`src/design/lcsl_pkg.sv`:
```
`default_nettype none

package lcsl_pkg;

  // fixed field widths
  localparam int TAG_W     = 48;  // default tag width
  localparam int WAY_OUT_W = 3;   // reported way number
  localparam int CFG_W     = 4;   // ways_enabled register
  localparam int AGE_W     = 3;
  localparam int WAYS_DEF  = 8;

  localparam logic [AGE_W-1:0] AGE_MAX      = '1;
  localparam logic [CFG_W-1:0] WAYS_EN_RST  = 4'd8;

  // controller -> datapath
  typedef struct packed {
    logic ld_tag;   // capture incoming tag
    logic cmp;      // register per-way tag matches
    logic upd;      // commit set update and load result
    logic cfg_wr;   // write ways_enabled
  } cmd_t;

  // datapath -> controller
  typedef struct packed {
    logic out_free; // result register can take a word this cycle
  } sts_t;

  typedef enum logic [2:0] {
    S_IDLE = 3'b001,
    S_CMP  = 3'b010,
    S_UPD  = 3'b100
  } state_t;

endpackage

`default_nettype wire

```
`src/design/lcsl_ctrl.sv`:
```
`default_nettype none

module lcsl_ctrl (
  input  wire logic           clk,
  input  wire logic           rst_n,
  input  wire logic           in_valid,
  output logic                in_stall,
  input  wire logic           cfg_valid,
  output logic                cfg_ready,
  input  wire lcsl_pkg::sts_t sts,
  output lcsl_pkg::cmd_t      cmd
);

  lcsl_pkg::state_t state_r, state_nxt;

  assign in_stall  = (state_r != lcsl_pkg::S_IDLE);
  assign cfg_ready = (state_r == lcsl_pkg::S_IDLE);

  always_comb begin
    state_nxt  = state_r;
    cmd        = '0;
    cmd.cfg_wr = cfg_valid && cfg_ready;
    case (state_r)
      lcsl_pkg::S_IDLE: begin
        if (in_valid) begin
          cmd.ld_tag = 1'b1;
          state_nxt  = lcsl_pkg::S_CMP;
        end
      end
      lcsl_pkg::S_CMP: begin
        cmd.cmp   = 1'b1;
        state_nxt = lcsl_pkg::S_UPD;
      end
      lcsl_pkg::S_UPD: begin
        // hold until the result slot drains
        if (sts.out_free) begin
          cmd.upd   = 1'b1;
          state_nxt = lcsl_pkg::S_IDLE;
        end
      end
      default: begin
        state_nxt = lcsl_pkg::S_IDLE;
      end
    endcase
  end

  always_ff @(posedge clk) begin
    if (!rst_n) begin
      state_r <= lcsl_pkg::S_IDLE;
    end else begin
      state_r <= state_nxt;
    end
  end

endmodule

`default_nettype wire

```
`src/design/lcsl_dp.sv`:
```
`default_nettype none

module lcsl_dp #(
  parameter int WAYS     = lcsl_pkg::WAYS_DEF,
  parameter int TAG_BITS = lcsl_pkg::TAG_W
) (
  input  wire logic                          clk,
  input  wire logic                          rst_n,
  input  wire lcsl_pkg::cmd_t                cmd,
  output lcsl_pkg::sts_t                     sts,
  input  wire logic [TAG_BITS-1:0]           in_tag,
  input  wire logic [lcsl_pkg::CFG_W-1:0]    cfg_data,
  output logic                               out_valid,
  input  wire logic                          out_stall,
  output logic                               out_hit,
  output logic [lcsl_pkg::WAY_OUT_W-1:0]     out_way
);

  localparam int WI_W  = (WAYS > 1) ? $clog2(WAYS) : 1;
  localparam int AGE_W = lcsl_pkg::AGE_W;
  localparam int NAGES = 1 << AGE_W;

  logic [TAG_BITS-1:0]         tag_r;
  logic [TAG_BITS-1:0]         way_tag_r   [WAYS];
  logic [WAYS-1:0]             way_valid_r, way_valid_nxt;
  logic [AGE_W-1:0]            way_age_r   [WAYS];
  logic [AGE_W-1:0]            way_age_nxt [WAYS];
  logic [WAYS-1:0]             match_r;
  logic [lcsl_pkg::CFG_W-1:0]  ways_en_r;
  logic [lcsl_pkg::CFG_W-1:0]  n_eff;
  logic [WAYS-1:0]             en;

  logic                        out_valid_r;
  logic                        out_hit_r;
  logic [lcsl_pkg::WAY_OUT_W-1:0] out_way_r;

  logic                        hit;
  logic [WI_W-1:0]             hit_idx;
  logic                        any_emp;
  logic [WI_W-1:0]             emp_idx;
  logic [NAGES-1:0]            age_seen;
  logic [AGE_W-1:0]            max_age;
  logic [WI_W-1:0]             old_idx;
  logic [WI_W-1:0]             sel;
  logic [AGE_W-1:0]            hit_age;

  // 0 acts as 1; counts above WAYS simply enable every way
  assign n_eff = (ways_en_r == '0) ? lcsl_pkg::CFG_W'(1) : ways_en_r;

  always_comb begin
    for (int w = 0; w < WAYS; w++) begin
      en[w] = (w < int'(n_eff));
    end
  end

  // selection
  always_comb begin
    hit      = |match_r;
    hit_idx  = '0;
    any_emp  = 1'b0;
    emp_idx  = '0;
    age_seen = '0;
    max_age  = '0;
    old_idx  = '0;
    for (int w = 0; w < WAYS; w++) begin
      if (match_r[w]) hit_idx = WI_W'(w);   // highest match wins
    end
    for (int w = WAYS - 1; w >= 0; w--) begin
      if (en[w] && !way_valid_r[w]) begin
        any_emp = 1'b1;
        emp_idx = WI_W'(w);                  // lowest empty wins
      end
    end
    for (int w = 0; w < WAYS; w++) begin
      for (int a = 0; a < NAGES; a++) begin
        if (en[w] && way_valid_r[w] && (int'(way_age_r[w]) == a)) age_seen[a] = 1'b1;
      end
    end
    for (int a = 0; a < NAGES; a++) begin
      if (age_seen[a]) max_age = AGE_W'(a);
    end
    for (int w = WAYS - 1; w >= 0; w--) begin
      if (en[w] && (way_age_r[w] == max_age)) old_idx = WI_W'(w); // lowest oldest
    end
    if (hit) begin
      sel = hit_idx;
    end else if (any_emp) begin
      sel = emp_idx;
    end else begin
      sel = old_idx;
    end
  end

  assign hit_age = way_age_r[hit_idx];

  // age and valid update
  always_comb begin
    way_valid_nxt = way_valid_r;
    for (int w = 0; w < WAYS; w++) begin
      way_age_nxt[w] = way_age_r[w];
      if (WI_W'(w) == sel) begin
        way_age_nxt[w] = '0;
        way_valid_nxt[w] = 1'b1;
      end else if (en[w] && way_valid_r[w] && (!hit || (way_age_r[w] < hit_age))) begin
        if (way_age_r[w] != lcsl_pkg::AGE_MAX) begin
          way_age_nxt[w] = way_age_r[w] + AGE_W'(1);
        end
      end
    end
  end

  assign sts.out_free = !out_valid_r || !out_stall;

  always_ff @(posedge clk) begin
    if (!rst_n) begin
      way_valid_r <= '0;
      out_valid_r <= 1'b0;
      ways_en_r   <= lcsl_pkg::WAYS_EN_RST;
      for (int w = 0; w < WAYS; w++) begin
        way_age_r[w] <= '0;
      end
    end else begin
      if (cmd.cfg_wr) ways_en_r <= cfg_data;
      if (cmd.upd) begin
        way_valid_r <= way_valid_nxt;
        way_age_r   <= way_age_nxt;
        out_valid_r <= 1'b1;
      end else if (!out_stall) begin
        out_valid_r <= 1'b0;
      end
    end
  end

  always_ff @(posedge clk) begin
    if (cmd.ld_tag) tag_r <= in_tag;
    if (cmd.cmp) begin
      for (int w = 0; w < WAYS; w++) begin
        match_r[w] <= en[w] && way_valid_r[w] && (way_tag_r[w] == tag_r);
      end
    end
    if (cmd.upd) begin
      if (!hit) way_tag_r[sel] <= tag_r;
      out_hit_r <= hit;
      out_way_r <= lcsl_pkg::WAY_OUT_W'(sel);
    end
  end

  assign out_valid = out_valid_r;
  assign out_hit   = out_hit_r;
  assign out_way   = out_way_r;

endmodule

`default_nettype wire

```
`src/design/lru_cache_set_lookup.sv`:
```
`default_nettype none

// Channel   Direction  Handshake            Word
// in_       in         in_valid/in_stall    in_tag   (TAG_BITS)
// out_      out        out_valid/out_stall  out_hit, out_way (3)
// cfg_      in         cfg_valid/cfg_ready  cfg_data (ways_enabled, 4)
//
// Each access captures the tag, registers the per-way compares, then picks the
// way and updates valid bits, ages and, on a miss, the tag in one step.
// The three-state controller sequences these steps; a new word is taken once idle.
// rst_n is synchronous: all ways invalid, ages 0, ways_enabled = 8.
// A stalled result holds in the output register; the update step waits for it.
// cfg_ready is high only while idle.

module lru_cache_set_lookup #(
  parameter int WAYS     = lcsl_pkg::WAYS_DEF,
  parameter int TAG_BITS = lcsl_pkg::TAG_W
) (
  input  wire logic                          clk,
  input  wire logic                          rst_n,
  input  wire logic                          in_valid,
  output logic                               in_stall,
  input  wire logic [TAG_BITS-1:0]           in_tag,
  output logic                               out_valid,
  input  wire logic                          out_stall,
  output logic                               out_hit,
  output logic [lcsl_pkg::WAY_OUT_W-1:0]     out_way,
  input  wire logic                          cfg_valid,
  output logic                               cfg_ready,
  input  wire logic [lcsl_pkg::CFG_W-1:0]    cfg_data
);

  lcsl_pkg::cmd_t cmd;   // controller commands
  lcsl_pkg::sts_t sts;   // datapath status

  // sequencer: idle -> compare -> update
  lcsl_ctrl u_ctrl (
    .clk       (clk),
    .rst_n     (rst_n),
    .in_valid  (in_valid),
    .in_stall  (in_stall),
    .cfg_valid (cfg_valid),
    .cfg_ready (cfg_ready),
    .sts       (sts),
    .cmd       (cmd)
  );

  // tag store, valid bits, ages, victim choice and result register
  lcsl_dp #(
    .WAYS     (WAYS),
    .TAG_BITS (TAG_BITS)
  ) u_dp (
    .clk       (clk),
    .rst_n     (rst_n),
    .cmd       (cmd),
    .sts       (sts),
    .in_tag    (in_tag),
    .cfg_data  (cfg_data),
    .out_valid (out_valid),
    .out_stall (out_stall),
    .out_hit   (out_hit),
    .out_way   (out_way)
  );

endmodule

`default_nettype wire
```
`config.mk`:
```
export PLATFORM = sky130hd
export DESIGN_NAME = lru_cache_set_lookup
export DESIGN_NICKNAME = d
export VERILOG_FILES = /design/src/design/lcsl_pkg.sv /design/src/design/lcsl_ctrl.sv /design/src/design/lcsl_dp.sv /design/src/design/lru_cache_set_lookup.sv
export SDC_FILE = /design/constraint.sdc
export NUM_CORES = 1
export LEC_CHECK = 0
export CAP_MARGIN = 5
export CORE_AREA = 3 3 278 252
export CTS_BUF_LIST = sky130_fd_sc_hd__clkbuf_8 sky130_fd_sc_hd__clkbuf_16
export DETAILED_ROUTE_END_ITERATION = 6
export DIE_AREA = 0 0 281 255
export DONT_BUFFER_PORTS = 1
export GPL_ROUTABILITY_DRIVEN = 0
export PLACE_DENSITY = 0.56
export RECOVER_POWER = 25
export SYNTH_ARGS = -nofsm -noshare
export SYNTH_HDL_FRONTEND = slang
export SYNTH_SLANG_ARGS = --single-unit
```
`constraint.sdc`:
```
create_clock -name clk -period 7.1 [get_ports clk]
set_input_delay 1.065 -clock clk [delete_from_list [all_inputs] [get_ports clk]]
set_output_delay 1.065 -clock clk [all_outputs]
set_load 0.02 [all_outputs]
```
==> results of run 1 <==
==> per-stage QoR <==
step	worst slack, ns	utilization [%]
5_1_grt	0.823	37.4
4_1_cts	1.23	37.5
3_3_place_gp	1.28	35.0
2_1_floorplan	0.875	-
6_report	1.17	37.4
3_5_place_dp	1.24	35.0
==> power breakdown <==
| part | switching [W] | total, W | internal, W |
|---|---|---|---|
| combinational | 0.000241 | 0.000341 | 0.000100 |
| clock | 0.00112 | 0.00274 | 0.00162 |
| sequential | 0.0000239 | 0.00317 | 0.00315 |
| total | 0.00138 | 0.00625 | 0.00487 |
==> cells in the mapped netlist (6+ instances only) <==
cell type    n  area (µm²)
o22ai_1     14        87.6
clkbuf_1    67         251
a21oi_1     18        90.1
o21ai_0     20         100
buf_2        6        30.0
inv_1       59         221
a21o_1      15         113
nand2_1     40         150
dfxtp_1     40         801
o2bb2ai_1    7        61.3
nand4_1     61         382
nor4_1      70         438
ha_1        64         801
nor2_1      37         139
nor3_1      23         115
xnor2_1    158        1380
xor2_1     216        1890
nand3_1     31         155
and3_1       9        56.3
edfxtp_1   444       13300
mux2i_1     11         110
a221oi_1     7        61.3
a221o_1      6        60.1
==> logic make-up (layout without fill, tap and decap cells) <==
kind of cell,after synthesis,after routing,share of synthesized area [%]
adders and majority gates,64,64,3.61
and+or+nand+nor,309,309,7.88
xor gates and xnor gates,374,374,14.8
AOI/OAI and AO/OA,179,179,6.41
buffers and inverters,143,216,2.62
DFF,484,484,63.7
muxes,17,17,1.00
==> metal layers <==
metal / GRT usage, % / vias to the layer above
met1: 23.2 / 6646
met2: 26.2 / 481
li1: - / 5924
met5: 0 / -
met4: 5.63 / 8
met3: 2.85 / 134
==> final cells by class <==
cell class	instances	area share [%]
clock inverters	37	1.69
well taps	874	4.35
flip-flops and latches	484	56.3
multi-input cells	943	30.0
repair buffers	63	1.47
inverters	64	0.967
clock buffers	52	5.18
==> registers in the layout, summed over array words and instances (netlist names) <==
name,cells
u_ctrl.state_r,3
u_dp.match_r,8
u_dp.out_hit,1
u_dp.out_valid,1
u_dp.out_way,3
u_dp.tag_r,48
u_dp.way_age_r,24
u_dp.way_tag_r,384
u_dp.way_valid_r,8
u_dp.ways_en_r,4
==> worst max path at each step <==
stage | start | slack, ns | end | cells after the start
CTS | u_dp.ways_en_r[3] | 1.23 | u_dp.way_tag_r[5][25] | 14
finish | u_dp.ways_en_r[3] | 1.17 | u_dp.way_tag_r[5][25] | 14
detailed placement | u_dp.ways_en_r[3] | 1.24 | u_dp.way_tag_r[5][15] | 14
global placement | u_dp.ways_en_r[3] | 1.28 | u_dp.way_tag_r[5][15] | 14
floorplan | u_dp.way_age_r[12] | 0.88 | u_dp.way_tag_r[7][0] | 17
global route | u_dp.ways_en_r[3] | 0.82 | u_dp.way_tag_r[5][23] | 14
==> worst reg2reg max path: cells and delay by family (launching register included) <==
family / cells / cell delay (ns)
flops: 1 / 0.62
compound gates: 8 / 2.64
simple gates: 4 / 1.88
buf+inv: 2 / 0.47
==> metrics, run 1 <==
initial drt markers=between 1k and 1.5k; fmax=169 MHz; failing checks=max-capacitance violations, max-slew violations; pin count of the biggest net entering global routing=49; EDFF count, synth=approximately 440; cell count after placement=around 2.4k; DRT antenna net count=0; most used flip-flop cell after synthesis=edfxtp_1; Slew Viols, Final=between 50 and 60; sequential share of the synthesized area=between 60% and 70%; Final Power=~0.0062 W; Worst path most repeated cell=a221o_1; worst hold slack=0.481 ns; M1 wire length=between 20000 and 30000 µm; reg2reg start=u_dp.ways_en_r[3]; commonest non-fill, non-tap cell in the layout=edfxtp_1; DR vias/cell=about 5.2; Setup Fix Bufs, Post-CTS=0; area of the multi-input gates=0.00754 mm²; Setup crit start kind=flop; relative slew slack=-11.0%; antenna violations before repair=4; Critical-path top delay cell=nor2_4; RR Endpoint=u_dp.way_tag_r[5][25]; CTS root buf=clkbuf_16; Resized cells post-CTS=0; max-cap violation count=3; clock-pin slew on the worst setup and hold paths=0.06 ns; # DRC=0; CP Capture Type=flop; Arr. time, crit path=approximately 6.2 ns; total track usage=roughly 17%; die width=between 200 and 300 µm; die outline area=around 0.072 mm²; Critical Path Fanout Max=29; WL met2=between 20000 and 30000 µm; yosys warns=0; Clock Skews=approximately 0.036 ns; final net count=between 1.5k and 2k; path depth of the worst reg2reg path=14; Worst VDD drop=slightly below 200 µV; syn nets=about 1.7k; Bufs and invs on worst path=2; H-tree Lvls=2; path type of the worst setup path=flop to flop; Setup TNS=0 ns; router iterations before antenna repair=5; fin crit share=between 80% and 90%; Top delay family on crit path=compound AO/OA/AOI/OAI gates; number of synthesized register bits=484; starting density of the core=roughly a third; leakage=8.21 nW; Filler cells=6236; antenna diode count=0; Pwr per Cell Area=around 250 mW/mm²; Hold Buf Count CTS=0; Via Count=13.2k; final setup violation count=0; highest metal used=met5; CTS tree=built; met3 wire length=just under 4000 µm; hold path cells=1; placed instance area=approximately 0.024 mm²; design area=~0.025 mm²; clk buf depth=3; die height=about 260 µm; Avg Inst Size Synth=14.1 µm²; # IOs=64; layout cells sized above 1=8.16%; DP HPWL=approximately 39000 µm; status=finished, violations left; FP Rows=90; Final Hold Violating Endpoints=0; Slew @ Worst Pin=approximately 1.7 ns; total gr overflow=0; Post-synth ARST share=0%; most frequent cells in the layout=edfxtp_1, xor2_1, xnor2_1, inv_1, nor4_1; R2R Setup Slk=1.17 ns; WL per Instance=between 20 and 25 µm; clk_lat worst skew=0.62 ns; post-synth cell types=between 80 and 90; Hold Crit Class=flop to flop; vias in the first global route=between 10k and 15k; RSZ-0062 raised after global routing=no; Core ar.=around 0.067 mm²; crit-path max cell delay=approximately 0.70 ns; hold worst-path end=u_ctrl.state_r[2]; Hold Startpoint=u_ctrl.state_r[0]; critical path, cell by cell=o211a_1, a221o_1, a221o_1, or3_1, a21oi_4, a32oi_1, a2111oi_1, nand2b_1, a2111oi_0, o41a_4, inv_4, nand3_1, nor2_4, buf_12; Mapped Area=0.0222 mm²; final wirelength=between 50000 and 60000 µm; Area Overhead vs Synth=13.2%; flip-flop and latch area=0.0141 mm²; minimum clock period after layout=5.93 ns; CTS Sinks=between 400 and 500; first-pass GRT wire length=87800 µm; cell count after synthesis=between 1.5k and 2k; Port Buffers=0; Cell Count, Final, Fillers Out=around 2.5k; Num CTS Buffers=52; worst endpoint required time=~7.4 ns
Power figures use the tool's default switching activity.
==> run 2: changes to the inputs <==
Settings changed: PLACE_DENSITY 0.56 to 0.55.
Clock period 7.1 ns to 6.1 ns, I/O delays scaled along.
==> metrics, run 2 (same netlist as run 1, synthesis figures left out) <==
die width=about 280 µm; Slew @ Worst Pin=approximately 1.6 ns; Cell Count, Final, Fillers Out=2526; reg2reg start=u_dp.ways_en_r[3]; CP Capture Type=flop; fin crit share=92.6%; Core ar.=0.0672 mm²; die height=~260 µm; Critical Path Source=u_dp.ways_en_r[3]; first-pass GRT wire length=between 80000 and 90000 µm; # IOs=64; CTS root buf=clkbuf_16; failing checks=max-capacitance violations, max-slew violations; status=finished, violations left; Port Buffers=0; Resized cells post-CTS=0; starting density of the core=approximately a third; final core utilization=37.3%; pre-CTS setup slack=0.643 ns; RSZ-0062 raised after global routing=no; CTS Sinks=just under 500; DRT antenna net count=0; CTS tree=built; Critical Path Fanout Max=48; max reg flops=384; Setup Fix Bufs, Post-CTS=0; worst endpoint required time=between 6 and 7 ns; M2 GR Usage=26.1%; Num CTS Buffers=52; final setup violation count=0; Clock Skews=a little under 0.04 ns; Filler cells=roughly 6.3k; relative slew slack=-6.00%; clock-pin slew on the worst setup and hold paths=roughly 0.06 ns; Pwr per Cell Area=between 200 and 300 mW/mm²; leakage=about 8 nW; Worst VDD drop=roughly 210 µV; Final Hold Violating Endpoints=0; final net count=1729; DP HPWL=between 30000 and 40000 µm; Hold Crit Class=primary input to flop; router iterations before antenna repair=6; DR vias/cell=roughly 5.2; path type of the worst setup path=flop to flop; Hold Startpoint=in_tag[32]; GRT Max-Usage Layer=met2; final wirelength=a little under 60000 µm; total gr overflow=0; max-cap violation count=3; antenna violations before repair=2; Area Overhead vs Synth=13.1%; initial drt markers=between 1k and 1.5k; Via Count=approximately 13k; pin count of the biggest net entering global routing=slightly below 50; Arr. time, crit path=5.93 ns; H-tree Lvls=2; WL per Instance=around 24 µm; Slew Viols, Final=52; fmax=177 MHz; # DRC=0; total track usage=16.7%; die outline area=about 0.072 mm²; worst hold slack=around 0.38 ns; Setup TNS=0 ns; most frequent cells in the layout=edfxtp_1, xor2_1, xnor2_1, inv_1, nor4_1; Largest regs=u_dp.way_tag_r (384), u_dp.tag_r (48), u_dp.way_age_r (24); Final WS setup=0.454 ns; clk_lat worst skew=roughly 0.63 ns; FP Rows=90; GRT met3 Usage=about 3.4%; Setup crit start kind=flop; clk buf depth=3; vias in the first global route=13.1k; commonest non-fill, non-tap cell in the layout=edfxtp_1; cell count after placement=about 2.4k; antenna diode count=0; GR Util met1=between 20% and 30%; Hold Buf Count CTS=0; layout cells sized above 1=approximately 8.2%; minimum clock period after layout=between 5 and 6 ns; Biggest register=u_dp.way_tag_r
## run 2: layout make-up
type	instances	area, µm²	share of cell area, %
sequential	484	14100	56.3
clock buffer	54	1340	5.34
timing repair buffer	63	449	1.79
multi-input combinational	943	7540	30.1
tap	874	1090	4.36
inverter	64	243	0.968
clock inverter	44	280	1.12
## run 2: critical path: stages (launching register included)
cell       delay, ns
dfxtp_1         0.64
o31a_1          0.50
nand2_1         0.13
o211ai_1        0.15
or4b_1          0.61
nor4_2          0.69
a32o_1          0.29
o21ai_0         0.13
a2111oi_0       0.37
a2111oi_0       0.15
o41a_4          0.52
inv_4           0.18
nand3_1         0.36
nor3_4          0.29
buf_12          0.30
## run 2: path summary, 6_finish.rpt
path	endpoint	slack, ns	depth (start not counted)
min reg2reg	u_ctrl.state_r[2]	0.48	1
max reg2reg	u_dp.way_tag_r[1][6]	0.45	14
min	u_dp.tag_r[32]	0.38	0
max	u_dp.way_tag_r[1][6]	0.45	14
## run 2: metal layers
metal / wire length [µm] / vias up
met2: 26900 / 421
met5: 0 / -
li1: - / 5946
met4: 2100 / 0
met1: 26800 / 6600
met3: 3780 / 122
## run 2: through the flow
stage / total power, W / instance area [µm²]
after floorplan: 0.00400 / 22200
after global placement: 0.00416 / 23600
after detailed placement: 0.00417 / 23600
after CTS: 0.00715 / 25200
after global routing: 0.00730 / 25100
final: 0.00705 / 25100
## run 2: power by group
part           internal (W)  switching [W]  leakage, nW
registers           0.00366      0.0000453         4.33
logic              0.000116       0.000257         3.02
clock network       0.00164        0.00133        0.832
total               0.00542        0.00163         8.18
